--- src/hw/rtl/hcrt_pkg.sv ---
// Package for the hop-count route table: item kinds, register map, constants, and the
// command/status structs between controller and datapath. No dependencies.
`timescale 1ns / 1ps

package hcrt_pkg;

    localparam int NODES_DEF = 16;

    localparam int HOPS_W  = 5;
    localparam int RELAY_W = 4;

    localparam logic [HOPS_W-1:0]  NO_ROUTE  = 5'd31;
    localparam logic [RELAY_W-1:0] NO_RELAY  = 4'hF;
    localparam logic [7:0]         NONE_BYTE = 8'hFF;

    localparam logic [2:0] K_MERGE  = 3'd0;
    localparam logic [2:0] K_LOOKUP = 3'd1;
    localparam logic [2:0] K_REMOVE = 3'd2;
    localparam logic [2:0] K_ROTATE = 3'd3;
    localparam logic [2:0] K_EXPORT = 3'd4;

    // register index, taken from paddr[2]
    localparam logic REG_OWN_ID    = 1'b0;
    localparam logic REG_MIN_LEVEL = 1'b1;

    typedef struct packed {
        logic load_item;    // capture input beat, clear export counter
        logic apply;        // perform merge / remove / rotate of the held item
        logic emit_lookup;  // load output register with lookup answer
        logic emit_export;  // load output register with one export entry
    } t_dp_cmd;

    typedef struct packed {
        logic is_lookup;
        logic is_export;
        logic cnt_last;     // export counter on final entry
    } t_dp_stat;

endpackage

--- src/hw/rtl/hcrt_ctrl.sv ---
// Controller for the hop-count route table: item sequencing and output valid.
// Depends on hcrt_pkg.
`timescale 1ns / 1ps

module hcrt_ctrl
    import hcrt_pkg::*;
(
    input  logic     i_clk,
    input  logic     i_rst_n,
    input  logic     i_valid,
    output logic     o_ready,
    input  logic     i_out_ready,
    output logic     o_out_valid,
    output t_dp_cmd  o_cmd,
    input  t_dp_stat i_stat
);

    localparam logic [1:0] S_IDLE   = 2'd0;
    localparam logic [1:0] S_EXEC   = 2'd1;
    localparam logic [1:0] S_EXPORT = 2'd2;

    logic [1:0] r_state, n_state;
    logic       r_out_valid, n_out_valid;
    logic       out_free;
    logic       emit;

    assign out_free = !r_out_valid || i_out_ready;
    assign emit     = o_cmd.emit_lookup || o_cmd.emit_export;

    always_comb begin
        n_state = r_state;
        o_cmd   = '0;
        o_ready = 1'b0;
        unique case (r_state)
            S_IDLE: begin
                o_ready = 1'b1;
                if (i_valid) begin
                    o_cmd.load_item = 1'b1;
                    n_state         = S_EXEC;
                end
            end
            S_EXEC: begin
                if (i_stat.is_lookup) begin
                    if (out_free) begin
                        o_cmd.emit_lookup = 1'b1;
                        n_state           = S_IDLE;
                    end
                end else if (i_stat.is_export) begin
                    n_state = S_EXPORT;
                end else begin
                    o_cmd.apply = 1'b1;
                    n_state     = S_IDLE;
                end
            end
            S_EXPORT: begin
                if (out_free) begin
                    o_cmd.emit_export = 1'b1;
                    if (i_stat.cnt_last) begin
                        n_state = S_IDLE;
                    end
                end
            end
            default: begin
                n_state = S_IDLE;
            end
        endcase
    end

    always_comb begin
        if (emit) begin
            n_out_valid = 1'b1;
        end else if (i_out_ready) begin
            n_out_valid = 1'b0;
        end else begin
            n_out_valid = r_out_valid;
        end
    end

    always_ff @(posedge i_clk) begin
        if (!i_rst_n) begin
            r_state     <= S_IDLE;
            r_out_valid <= 1'b0;
        end else begin
            r_state     <= n_state;
            r_out_valid <= n_out_valid;
        end
    end

    assign o_out_valid = r_out_valid;

endmodule

--- src/hw/rtl/hcrt_dp.sv ---
// Datapath for the hop-count route table: item register, both route rounds,
// export counter and output payload register. Depends on hcrt_pkg.
`timescale 1ns / 1ps

module hcrt_dp
    import hcrt_pkg::*;
#(
    parameter int NODES = NODES_DEF
) (
    input  logic         i_clk,
    input  logic         i_rst_n,
    input  t_dp_cmd      i_cmd,
    output t_dp_stat     o_stat,
    input  logic [4:0]   i_own_id,
    input  logic [7:0]   i_min_level,
    input  logic [2:0]   i_kind,
    input  logic [4:0]   i_target_id,
    input  logic [4:0]   i_sender_id,
    input  logic [7:0]   i_rx_level,
    input  logic [3:0]   i_entry_index,
    input  logic [7:0]   i_entry_byte,
    input  logic         i_entry_last,
    output logic [7:0]   o_next_hop_id,
    output logic         o_route_found,
    output logic [3:0]   o_out_relay,
    output logic [3:0]   o_out_hops,
    output logic [7:0]   o_out_byte,
    output logic         o_last
);

    localparam int IW = $clog2(NODES);

    // held item
    logic [2:0] r_kind;
    logic [4:0] r_target;
    logic [4:0] r_sender;
    logic [7:0] r_level;
    logic [3:0] r_idx;
    logic [7:0] r_ebyte;
    logic       r_elast;

    logic [HOPS_W-1:0]  r_cur_hops  [NODES];
    logic [RELAY_W-1:0] r_cur_relay [NODES];
    logic [HOPS_W-1:0]  r_prev_hops [NODES];
    logic [RELAY_W-1:0] r_prev_relay[NODES];

    logic [IW-1:0] r_cnt;

    logic [4:0]         own_idx;
    logic [4:0]         tgt5;
    logic [4:0]         sidx5;
    logic               tgt_ok;
    logic               snd_ok;
    logic               lvl_ok;
    logic               idx_ok;
    logic               ent_ok;
    logic [HOPS_W-1:0]  new_hops;
    logic [IW-1:0]      rd_addr;
    logic [IW-1:0]      tgt_a;
    logic [IW-1:0]      idx_a;
    logic [IW-1:0]      sidx_a;
    logic [HOPS_W-1:0]  rd_cur_h;
    logic [RELAY_W-1:0] rd_cur_r;
    logic [HOPS_W-1:0]  rd_prev_h;
    logic [RELAY_W-1:0] rd_prev_r;
    logic [7:0]         lk_hop;
    logic               lk_found;
    logic [HOPS_W-1:0]  ex_h;
    logic [RELAY_W-1:0] ex_r;
    logic               do_merge;

    // own_id 0 wraps to 31 and so matches no relay nibble or index
    assign own_idx = i_own_id - 5'd1;
    assign tgt5    = r_target - 5'd1;
    assign sidx5   = r_sender - 5'd1;
    assign tgt_a   = tgt5[IW-1:0];
    assign idx_a   = r_idx[IW-1:0];
    assign sidx_a  = sidx5[IW-1:0];

    assign tgt_ok = (r_target != 5'd0) && (r_target <= 5'(NODES));
    assign snd_ok = (r_sender != 5'd0) && (r_sender <= 5'(NODES));
    assign lvl_ok = r_level > i_min_level;
    assign idx_ok = {1'b0, r_idx} < 5'(NODES);
    assign ent_ok = idx_ok && (r_ebyte != NONE_BYTE)
                    && ({1'b0, r_ebyte[3:0]} != own_idx)
                    && ({1'b0, r_idx} != own_idx);
    assign new_hops = {1'b0, r_ebyte[7:4]} + 5'd1;

    // one read port on the round tables
    always_comb begin
        case (r_kind)
            K_EXPORT: rd_addr = r_cnt;
            K_LOOKUP: rd_addr = tgt_a;
            default:  rd_addr = idx_a;
        endcase
    end

    assign rd_cur_h  = r_cur_hops[rd_addr];
    assign rd_cur_r  = r_cur_relay[rd_addr];
    assign rd_prev_h = r_prev_hops[rd_addr];
    assign rd_prev_r = r_prev_relay[rd_addr];

    always_comb begin
        if (!tgt_ok) begin
            lk_hop   = NONE_BYTE;
            lk_found = 1'b0;
        end else if (rd_cur_h != NO_ROUTE) begin
            lk_hop   = 8'({4'd0, rd_cur_r}) + 8'd1;
            lk_found = 1'b1;
        end else if (rd_prev_h != NO_ROUTE) begin
            lk_hop   = 8'({4'd0, rd_prev_r}) + 8'd1;
            lk_found = 1'b1;
        end else begin
            lk_hop   = NONE_BYTE;
            lk_found = 1'b0;
        end
    end

    assign ex_h = (rd_cur_h != NO_ROUTE) ? rd_cur_h : rd_prev_h;
    assign ex_r = (rd_cur_h != NO_ROUTE) ? rd_cur_r : rd_prev_r;

    assign do_merge = i_cmd.apply && (r_kind == K_MERGE) && snd_ok && lvl_ok;

    assign o_stat.is_lookup = (r_kind == K_LOOKUP);
    assign o_stat.is_export = (r_kind == K_EXPORT);
    assign o_stat.cnt_last  = (r_cnt == IW'(NODES - 1));

    always_ff @(posedge i_clk) begin
        if (i_cmd.load_item) begin
            r_kind   <= i_kind;
            r_target <= i_target_id;
            r_sender <= i_sender_id;
            r_level  <= i_rx_level;
            r_idx    <= i_entry_index;
            r_ebyte  <= i_entry_byte;
            r_elast  <= i_entry_last;
        end
    end

    always_ff @(posedge i_clk) begin
        if (!i_rst_n) begin
            r_cnt <= '0;
        end else if (i_cmd.load_item) begin
            r_cnt <= '0;
        end else if (i_cmd.emit_export) begin
            r_cnt <= r_cnt + IW'(1);
        end
    end

    always_ff @(posedge i_clk) begin
        if (!i_rst_n) begin
            for (int i = 0; i < NODES; i++) begin
                r_cur_hops[i]   <= NO_ROUTE;
                r_cur_relay[i]  <= NO_RELAY;
                r_prev_hops[i]  <= NO_ROUTE;
                r_prev_relay[i] <= NO_RELAY;
            end
        end else if (i_cmd.apply) begin
            if (do_merge) begin
                if (ent_ok && (rd_cur_h >= new_hops)) begin
                    r_cur_hops[idx_a]  <= new_hops;
                    r_cur_relay[idx_a] <= sidx5[RELAY_W-1:0];
                end
                // neighbour itself, wins over the entry write above
                if (r_elast) begin
                    r_cur_hops[sidx_a]  <= 5'd1;
                    r_cur_relay[sidx_a] <= sidx5[RELAY_W-1:0];
                end
            end
            if ((r_kind == K_REMOVE) && tgt_ok) begin
                r_cur_hops[tgt_a]   <= NO_ROUTE;
                r_cur_relay[tgt_a]  <= NO_RELAY;
                r_prev_hops[tgt_a]  <= NO_ROUTE;
                r_prev_relay[tgt_a] <= NO_RELAY;
            end
            if (r_kind == K_ROTATE) begin
                for (int i = 0; i < NODES; i++) begin
                    r_prev_hops[i]  <= r_cur_hops[i];
                    r_prev_relay[i] <= r_cur_relay[i];
                    r_cur_hops[i]   <= NO_ROUTE;
                    r_cur_relay[i]  <= NO_RELAY;
                end
            end
        end
    end

    always_ff @(posedge i_clk) begin
        if (i_cmd.emit_lookup) begin
            o_next_hop_id <= lk_hop;
            o_route_found <= lk_found;
            o_out_relay   <= 4'd0;
            o_out_hops    <= 4'd0;
            o_out_byte    <= 8'd0;
            o_last        <= 1'b1;
        end else if (i_cmd.emit_export) begin
            o_next_hop_id <= 8'd0;
            o_route_found <= 1'b0;
            o_out_relay   <= ex_r;
            o_out_hops    <= ex_h[3:0];
            o_out_byte    <= {ex_h[3:0], ex_r};
            o_last        <= o_stat.cnt_last;
        end
    end

endmodule

--- src/hw/rtl/hop_count_route_table.sv ---
// Top level of the hop-count route table: APB register file, controller and datapath.
// Depends on hcrt_pkg, hcrt_ctrl, hcrt_dp.
//
//   channel   dir   handshake            payload
//   item      in    i_valid / o_ready    i_kind .. i_entry_last
//   result    out   o_valid / i_ready    o_next_hop_id .. o_last
//   config    in    psel/penable/pready  paddr, pwdata, pwrite -> prdata
//
// Merge, remove, rotate: capture, then table update.
// Lookup: capture, then the answer, once the output register is free to take it.
// Export: capture, a decode step, then the NODES entries, one per cycle off the
// single table read port while the output register is free to take them.
// Reset clears both rounds to no route at once; no clearing pass.
// A stalled result holds in the output register; the next item is taken meanwhile.
`timescale 1ns / 1ps

module hop_count_route_table
    import hcrt_pkg::*;
#(
    parameter int NODES = NODES_DEF
) (
    input  logic        i_clk,
    input  logic        i_rst_n,
    input  logic        i_valid,
    output logic        o_ready,
    input  logic [2:0]  i_kind,
    input  logic [4:0]  i_target_id,
    input  logic [4:0]  i_sender_id,
    input  logic [7:0]  i_rx_level,
    input  logic [3:0]  i_entry_index,
    input  logic [7:0]  i_entry_byte,
    input  logic        i_entry_last,
    output logic        o_valid,
    input  logic        i_ready,
    output logic [7:0]  o_next_hop_id,
    output logic        o_route_found,
    output logic [3:0]  o_out_relay,
    output logic [3:0]  o_out_hops,
    output logic [7:0]  o_out_byte,
    output logic        o_last,
    input  logic        psel,
    input  logic        penable,
    input  logic        pwrite,
    input  logic [2:0]  paddr,
    input  logic [31:0] pwdata,
    output logic [31:0] prdata,
    output logic        pready
);

    logic [4:0] r_own_id;
    logic [7:0] r_min_level;
    logic       cfg_wr;
    t_dp_cmd    cmd;
    t_dp_stat   stat;

    assign pready = 1'b1;
    assign cfg_wr = psel && penable && pwrite && pready;

    always_ff @(posedge i_clk) begin
        if (!i_rst_n) begin
            r_own_id    <= 5'd1;
            r_min_level <= 8'd0;
        end else if (cfg_wr) begin
            unique case (paddr[2])
                REG_OWN_ID:    r_own_id    <= pwdata[4:0];
                REG_MIN_LEVEL: r_min_level <= pwdata[7:0];
                default: ;
            endcase
        end
    end

    always_comb begin
        unique case (paddr[2])
            REG_OWN_ID:    prdata = {27'd0, r_own_id};
            REG_MIN_LEVEL: prdata = {24'd0, r_min_level};
            default:       prdata = 32'd0;
        endcase
    end

    hcrt_ctrl u_ctrl (
        .i_clk       (i_clk),
        .i_rst_n     (i_rst_n),
        .i_valid     (i_valid),
        .o_ready     (o_ready),
        .i_out_ready (i_ready),
        .o_out_valid (o_valid),
        .o_cmd       (cmd),
        .i_stat      (stat)
    );

    hcrt_dp #(
        .NODES (NODES)
    ) u_dp (
        .i_clk         (i_clk),
        .i_rst_n       (i_rst_n),
        .i_cmd         (cmd),
        .o_stat        (stat),
        .i_own_id      (r_own_id),
        .i_min_level   (r_min_level),
        .i_kind        (i_kind),
        .i_target_id   (i_target_id),
        .i_sender_id   (i_sender_id),
        .i_rx_level    (i_rx_level),
        .i_entry_index (i_entry_index),
        .i_entry_byte  (i_entry_byte),
        .i_entry_last  (i_entry_last),
        .o_next_hop_id (o_next_hop_id),
        .o_route_found (o_route_found),
        .o_out_relay   (o_out_relay),
        .o_out_hops    (o_out_hops),
        .o_out_byte    (o_out_byte),
        .o_last        (o_last)
    );

endmodule

--- config.mk ---
export PLATFORM = sky130hd
export DESIGN_NAME = hop_count_route_table
export DESIGN_NICKNAME = d
export VERILOG_FILES = /design/src/hw/rtl/hcrt_pkg.sv /design/src/hw/rtl/hcrt_ctrl.sv /design/src/hw/rtl/hcrt_dp.sv /design/src/hw/rtl/hop_count_route_table.sv
export SDC_FILE = /design/constraint.sdc
export NUM_CORES = 1
export LEC_CHECK = 0
export ABC_AREA = 1
export BUFFER_PORTS_ARGS = -buffer_cell sky130_fd_sc_hd__buf_4
export CAP_MARGIN = 25
export CORE_MARGIN = 4
export CORE_UTILIZATION = 30
export DETAILED_ROUTE_END_ITERATION = 16
export SETUP_SLACK_MARGIN = 0.5
export SYNTH_ARGS = -nofsm -noshare
export SYNTH_HDL_FRONTEND = slang
export SYNTH_SLANG_ARGS = --single-unit
--- constraint.sdc ---
create_clock -name i_clk -period 4.9 [get_ports i_clk]
set_input_delay 0.98 -clock i_clk [delete_from_list [all_inputs] [get_ports i_clk]]
set_output_delay 0.98 -clock i_clk [all_outputs]
set_load 0.1 [all_outputs]
=== After elaboration in Yosys (flattened, before gate mapping) ===
Memories as Yosys holds them, arrays and structs flattened.
Index checks and enable logic that the tools add are counted.

* Register bits after elaboration: 80
* Memories: 4
* Logic and storage cells: 286
* Memory bits (writable): 288

* Reductions and logical operators: 32
* Order comparisons: 4
* Add/subtract/negate cells: 7
* Muxes and demuxes: 139
* Bitwise operators: 66
* Eq/ne operators: 16

{| class="wikitable"
|+ Memories
! name !! words !! bits a word !! read ports !! clocked after Yosys merged registers in !! wr ports !! line !! source
|-
| u_dp.r_cur_hops || 16 || 5 || 17 || 0 || 16 || hcrt_dp.sv:42 || <nowiki>logic [HOPS_W-1:0] r_cur_hops [NODES];</nowiki>
|-
| u_dp.r_prev_hops || 16 || 5 || 1 || 0 || 16 || hcrt_dp.sv:44 || <nowiki>logic [HOPS_W-1:0] r_prev_hops [NODES];</nowiki>
|-
| u_dp.r_cur_relay || 16 || 4 || 17 || 0 || 16 || hcrt_dp.sv:43 || <nowiki>logic [RELAY_W-1:0] r_cur_relay [NODES];</nowiki>
|-
| u_dp.r_prev_relay || 16 || 4 || 1 || 0 || 16 || hcrt_dp.sv:45 || <nowiki>logic [RELAY_W-1:0] r_prev_relay[NODES];</nowiki>
|}

{| class="wikitable"
|+ Operators with widths
! operator !! count
|-
| 4-bit 2-to-1 mux || 46
|-
| 5-bit 2-to-1 mux || 36
|-
| 1-bit OR || 64
|-
| 32-bit case mux with 2 select lines || 1
|-
| 1-bit 2-to-1 mux || 42
|-
| 8-bit 2-to-1 mux || 5
|-
| 5-bit OR reduction || 4
|-
| 4-bit OR reduction || 4
|-
| 4-bit by 1-bit adder with 5-bit output, second input constant || 3
|-
| 2-bit 2-to-1 mux || 7
|-
| 1-bit logical AND || 11
|-
| 5-bit less-or-equal comparator, second input constant || 2
|-
| 4-bit by 5-bit != test with 1-bit output || 2
|-
| 5-bit != test, second input constant || 2
|-
| 5-bit nonzero test || 2
|-
| 8-bit greater-than comparator || 1
|-
| 8-bit != test, second input constant || 1
|-
| 4-bit case mux with 2 select lines || 1
|-
| 4-bit by 1-bit subtractor with 4-bit output, second input constant || 2
|-
| 3-bit by 2-bit == test with 1-bit output, second input constant || 2
|-
| 2-bit case mux with 3 select lines || 1
|-
| 5-bit >= comparator || 1
|-
| 5-bit by 1-bit subtractor with 5-bit output, second input constant || 1
|-
| 4-bit by 1-bit adder with 4-bit output, second input constant || 1
|-
| 17 further kinds || 22
|}

=== Logic depth before layout (Yosys ltp) ===
* Word-level depth: 15
* Gate-level depth with buffers: 28

=== Hierarchy ===
Synthesis repeated with hierarchy kept, for this count alone.

* Cell total of the unflattened synthesis: 2478
* Area, all modules: 18402.6 µm²

{| class="wikitable"
|+ By module, submodules not included
! module !! cells an instance !! seq. area each (µm²) !! area each (µm²) !! instances
|-
| hcrt_dp || 2313 || 7897.6 || 17314.1 || 1
|-
| hop_count_route_table || 131 || 260.2 || 892.1 || 1
|-
| hcrt_ctrl || 34 || 60.1 || 196.4 || 1
|}

=== Worst setup path before layout ===
Ideal clock, no wire load.

* Kind: input port to output port
* Start: input paddr[2]
* End: output prdata[1]
* Stages: 2
* Arrival: 3.291 ns
* Buffers on the path: 1
* Required time: 3.920 ns
* Setup slack: 0.629 ns
* Cell sequence: clkbuf_1 > o21ai_0

* Longest elaborated chain between the ends: 2

{| class="wikitable"
|+ Ends and longest elaborated chain
! item !! line !! source
|-
| from (decl) || hop_count_route_table.sv:44 || <nowiki>input logic [2:0] paddr,</nowiki>
|-
| 1-bit NOT (no source line) || - ||
|-
| 32-bit case mux with 2 select lines * || hop_count_route_table.sv:73 || <nowiki>unique case (paddr[2])</nowiki>
|-
| to (decl) || hop_count_route_table.sv:46 || <nowiki>output logic [31:0] prdata,</nowiki>
|}

Every way passes the cells marked *; elsewhere a longest branch is shown, timed or not. The select of a mux whose other input is x is not followed.

==> impl_summary.md <==
Status
The flow ran to the end, and the final reports show no timing, DRC or antenna violations.

Layout
Compared with the post-synthesis result, the final layout area differs by 17.69%. The net total in the final layout is 2,575. The filler cells instantiated in the layout total 6,202. 0 antenna diodes ended up in the layout. The share of post-route cells with drive strength above 1 is 0.1170. Leaving out fill and tap cells, the most frequent cell in the layout is nand2_1. After routing the design area is 0.02128 mm^2. Leaving out fill and tap cells, the most frequent cells in the layout are nand2_1 (480), inv_1 (315), nand3_1 (299).

Power
The internal power of the cells totals 5.335 mW. The worst ir drop on vdd is 0.2280 mV. Summed over all cells, the static leakage comes to 9.836 nW. The share of total power dissipated in the clock network is 0.398. The proportion of total power due to net switching is 0.3206. In this run the power density over the cells is 369.1 mW/mm^2.

Of the total power, registers draw 0.401. The relative contribution of combinational cells to total power is 0.201. Summed over all nets, the switching power comes to 2.518 mW.

Worst setup path
The endpoint class of the critical path is a register. The worst register-to-register path ends at u_dp.r_cur_relay[7][3]$_DFFE_PP_. At the worst endpoint, the arrival time is 4500 ps.

The internal reg-to-reg setup slack is 720 ps. The launch instance of the worst register-to-register path is u_dp.r_kind[2]$_DFFE_PP_. Traced cell by cell, the critical path runs through buf_4 > buf_4 > nand3_4 > nand3_4 > buf_12 > buf_4 > buf_4 > nand2_1 > nand3_1 > nand3_1 > nand3_1 > nand2_1 > inv_1 > ha_1 > o21a_1 > o21ai_0 > nand2_1 > nand4_1 > nand2_4 > buf_12 > nand4_1 > buf_4 > o21a_1. By instance count, the cell type seen most on the critical path is buf_4. Of all nets on the critical path, the largest fanout is 19. In this design, the stage delay of the slowest critical-path cell is 410 ps. In this run the worst setup path begins at u_dp.r_kind[2]$_DFFE_PP_. The number of cells on the worst reg-to-reg path is 23. The cell with the largest stage delay on the worst path is edfxtp_1. Data on the critical path is required at its endpoint by 5230 ps. The combined buffer and inverter count along the critical path is 8. The critical path class is reg -> reg. STA classifies the critical path startpoint as a register.

The cell family contributing the most delay on the critical path is simple AND/OR/NAND/NOR gates.

Drt
In this run the remaining antenna-violating nets after routing total 0. The final route contains 17,260 vias. The final routed wirelength across all metal layers is 63,180 um. Dividing the detail-routed wire length by the instance count gives 19.28 um.

The violation count after the first detailed-routing iteration is 1,695. In the routed layout, each cell is associated on average with a via count of 5.266. The first TritonRoute pass finished after 5 iterations. In the routed design, unresolved DRC markers number 0.

STA
Subtracting the final worst setup slack from the clock period gives 4178 ps. In the post-route analysis, the smallest setup slack over all paths is 721.6 ps. Dividing the final minimum period by the clock period gives 0.8527. The final hold slack is 480.4 ps. Between clock sinks in the finished design, the worst skew comes to 27.28 ps. The count of final setup violators is 0. Setup repair after global routing could not meet its margin everywhere. The fmax is 0.2393 GHz. Summed over all failing endpoints, the final setup total negative slack is 0 ps. In this run the tightest slew margin relative to its limit is 0.2950. The final count of pins violating max slew came to 0. The number of failing hold endpoints at the final stage is 0. At the pin with the least slew margin, the transition time is 1055 ps.

Placed design
The number of buffers added on ports is 85. The placed instances occupy a cell area of 0.01947 mm^2. Timing analysis after detailed placement gives a worst setup slack of 372.0 ps. The HPWL after detailed placement is 41,480 um. Routability-driven placement finished with a final weighted congestion of 0.9165.

Die
The floorplan step defined a die boundary enclosing 0.06426 mm^2. The initial utilization of the core area, before any placement, comes to 0.3046. The floorplan has 89 rows. 137 I/O pins were placed. The total area inside the core boundary comes to 0.05935 mm^2. From bottom edge to top edge, the die measures 253.5 um.

In this run the horizontal extent of the chip is 253.5 um.

Min path
The number of cells on the worst hold path is 2. For hold timing, the worst endpoint is u_dp.r_prev_hops[1][3]$_SDFFE_PP1P_. The worst hold path belongs to the class reg -> reg. The startpoint identified for the worst hold timing path is u_dp.r_prev_hops[1][3]$_SDFFE_PP1P_.

Clocking
Clock latency on the worst-skew pair, taken at its later pin, is 570 ps. In this run the deepest clock path goes through 3 buffers. The deepest level of the CTS H-tree is 2. After clock tree synthesis, the clock-pin slew on the worst setup and hold paths is 60 ps. The hold buffer count at CTS is 0. The number of buffers inserted during clock tree synthesis is 41. The cell at the root of the clock tree is clkbuf_16.

The CTS tree is done. The tree built by TritonCTS fans out to 358 sinks.

Global routing
Entering global routing, the biggest net connects 107 pins. The first global-routing pass estimated 92,170 um of wire. The number of global-route vias before repair is 15,690.

The total routing resource utilization after global routing is 0.1834. The initial antenna violation count came to 0. The total congestion overflow after global routing is 0.

Synth
The number of distinct library cells after synthesis is 42. Averaged over all synthesized cells, the footprint is 7.490 um^2. The cell count after synthesis is 2,414.

For this run, the leading register cell type out of synthesis is dfxtp_1. After synthesis the netlist holds a flip-flop and latch count of 358. Counting flops with an async set or reset pin after synthesis yields a share of 0.

By area the synthesized netlist is led by dfxtp_1 (28%), edfxtp_1 (17%), nand2_1 (10%). During synthesis, Yosys emitted a total of 0 warnings. The synthesized design contains 105 enable-type register cells. The dominant cell type by area after synthesis is dfxtp_1.

The cell area that synthesis handed to floorplanning was 0.01808 mm^2. The share of synthesized area in the top cell type comes to 0.2801. The sequential area share after synthesis is 0.4545.

Job
Max-cap violations in this run came to 0.
[repair_timing]
item                                    CTS  global route
endpoints found under the setup margin  104           207
pin swaps                                 0             3
gates resized for setup                   4            59
gates cloned                              0             7
buffers inserted                          3            12
[worst min-delay path, delay by kind of cell, from the launching register on]
family	cells	cell delay (ps)
compound gates	1	70
flops	1	320
simple gates	1	60
[stage by stage]
stage               utilization  power, mW  std cells
finish                   0.3585      7.853       3277
global route             0.3585      8.097       3277
CTS                      0.3517      7.823       3258
detailed placement       0.3281      4.704       3179
global placement         0.3281      4.701       3179
floorplan                     -      4.287       2437
[state kept, by name (all words and copies together) (netlist names), 8 cells and up]
register and cells:
r_min_level 8, u_dp.o_out_byte 8, u_dp.r_cur_hops 80, u_dp.r_cur_relay 64, u_dp.r_ebyte 8, u_dp.r_level 8
u_dp.r_prev_hops 80, u_dp.r_prev_relay 64
[worst max-delay path by stage]
stage                     cells after the start  slack (ps)                                   to
final                                        23         720     u_dp.r_cur_relay[7][3]$_DFFE_PP_
after global routing                         26         470   u_dp.r_cur_hops[3][2]$_SDFFE_PP0P_
after detailed placement                     23         370     u_dp.r_cur_relay[8][1]$_DFFE_PP_
after floorplan                               2         630                            prdata[1]
after global placement                       23         410     u_dp.r_cur_relay[8][1]$_DFFE_PP_
after CTS                                    24         530  u_dp.r_cur_hops[13][1]$_SDFFE_PP0P_
[routing by layer]
metal  routed length (um)  GRT usage  vias to the layer above
met3                 6021    0.03776                      160
met2                28680     0.2858                      809
met1                25810     0.2452                     8084
li1                     -          -                     8204
met5                    0          0                        -
met4                 2671    0.08448                        0
[power by group through the flow]
stage / Combinational (mW) / Clock (mW) / Sequential, mW
after floorplan: 0.902 / 0 / 3.39
after global placement: 1.49 / 0 / 3.22
after detailed placement: 1.49 / 0 / 3.22
after CTS: 1.50 / 3.17 / 3.15
after global routing: 1.66 / 3.28 / 3.15
final: 1.58 / 3.12 / 3.15
[kinds of logic after synthesis]
group                    share of synthesized area
AO/OA/AOI/OAI                               0.1149
XOR/XNOR                                  0.009620
adder cells (fa/ha/maj)                    0.01938
buffers and inverters                       0.1156
flip-flops                                  0.4545
other                                    0.0004154
AND/OR/NAND/NOR                             0.2855
[final cells by class]
class / count / area, um^2 / area share
multi-input combinational: 1578 / 8014 / 0.3766
clock inverter: 11 / 113.9 / 0.005351
tap: 773 / 967.2 / 0.04545
clock buffer: 65 / 1249 / 0.05869
timing repair buffer: 162 / 1455 / 0.06839
inverter: 330 / 1261 / 0.05927
sequential: 358 / 8218 / 0.3862
[synth_stat cells, types with 2 or more instances]
library cell and instances:
xnor2_1 9, inv_2 13, dfxtp_1 253, nand2_2 6, nor2_1 161, buf_2 39, nor2_4 2, o21ai_0 128
buf_4 40, ha_1 28, or2_2 2, o21ai_4 2, nor3_1 24, and2_1 2, o21ai_1 16, nand3_2 3
o21a_1 6, nand2_1 492, nand4_1 139, clkbuf_1 81, conb_1 2, a21oi_1 45, nand3_1 307, edfxtp_1 105
inv_1 317, o22ai_1 151, nand3_4 2, xor2_1 9, buf_1 11, o211ai_1 4, a31oi_1 4
Power figures use the tool's default switching activity.
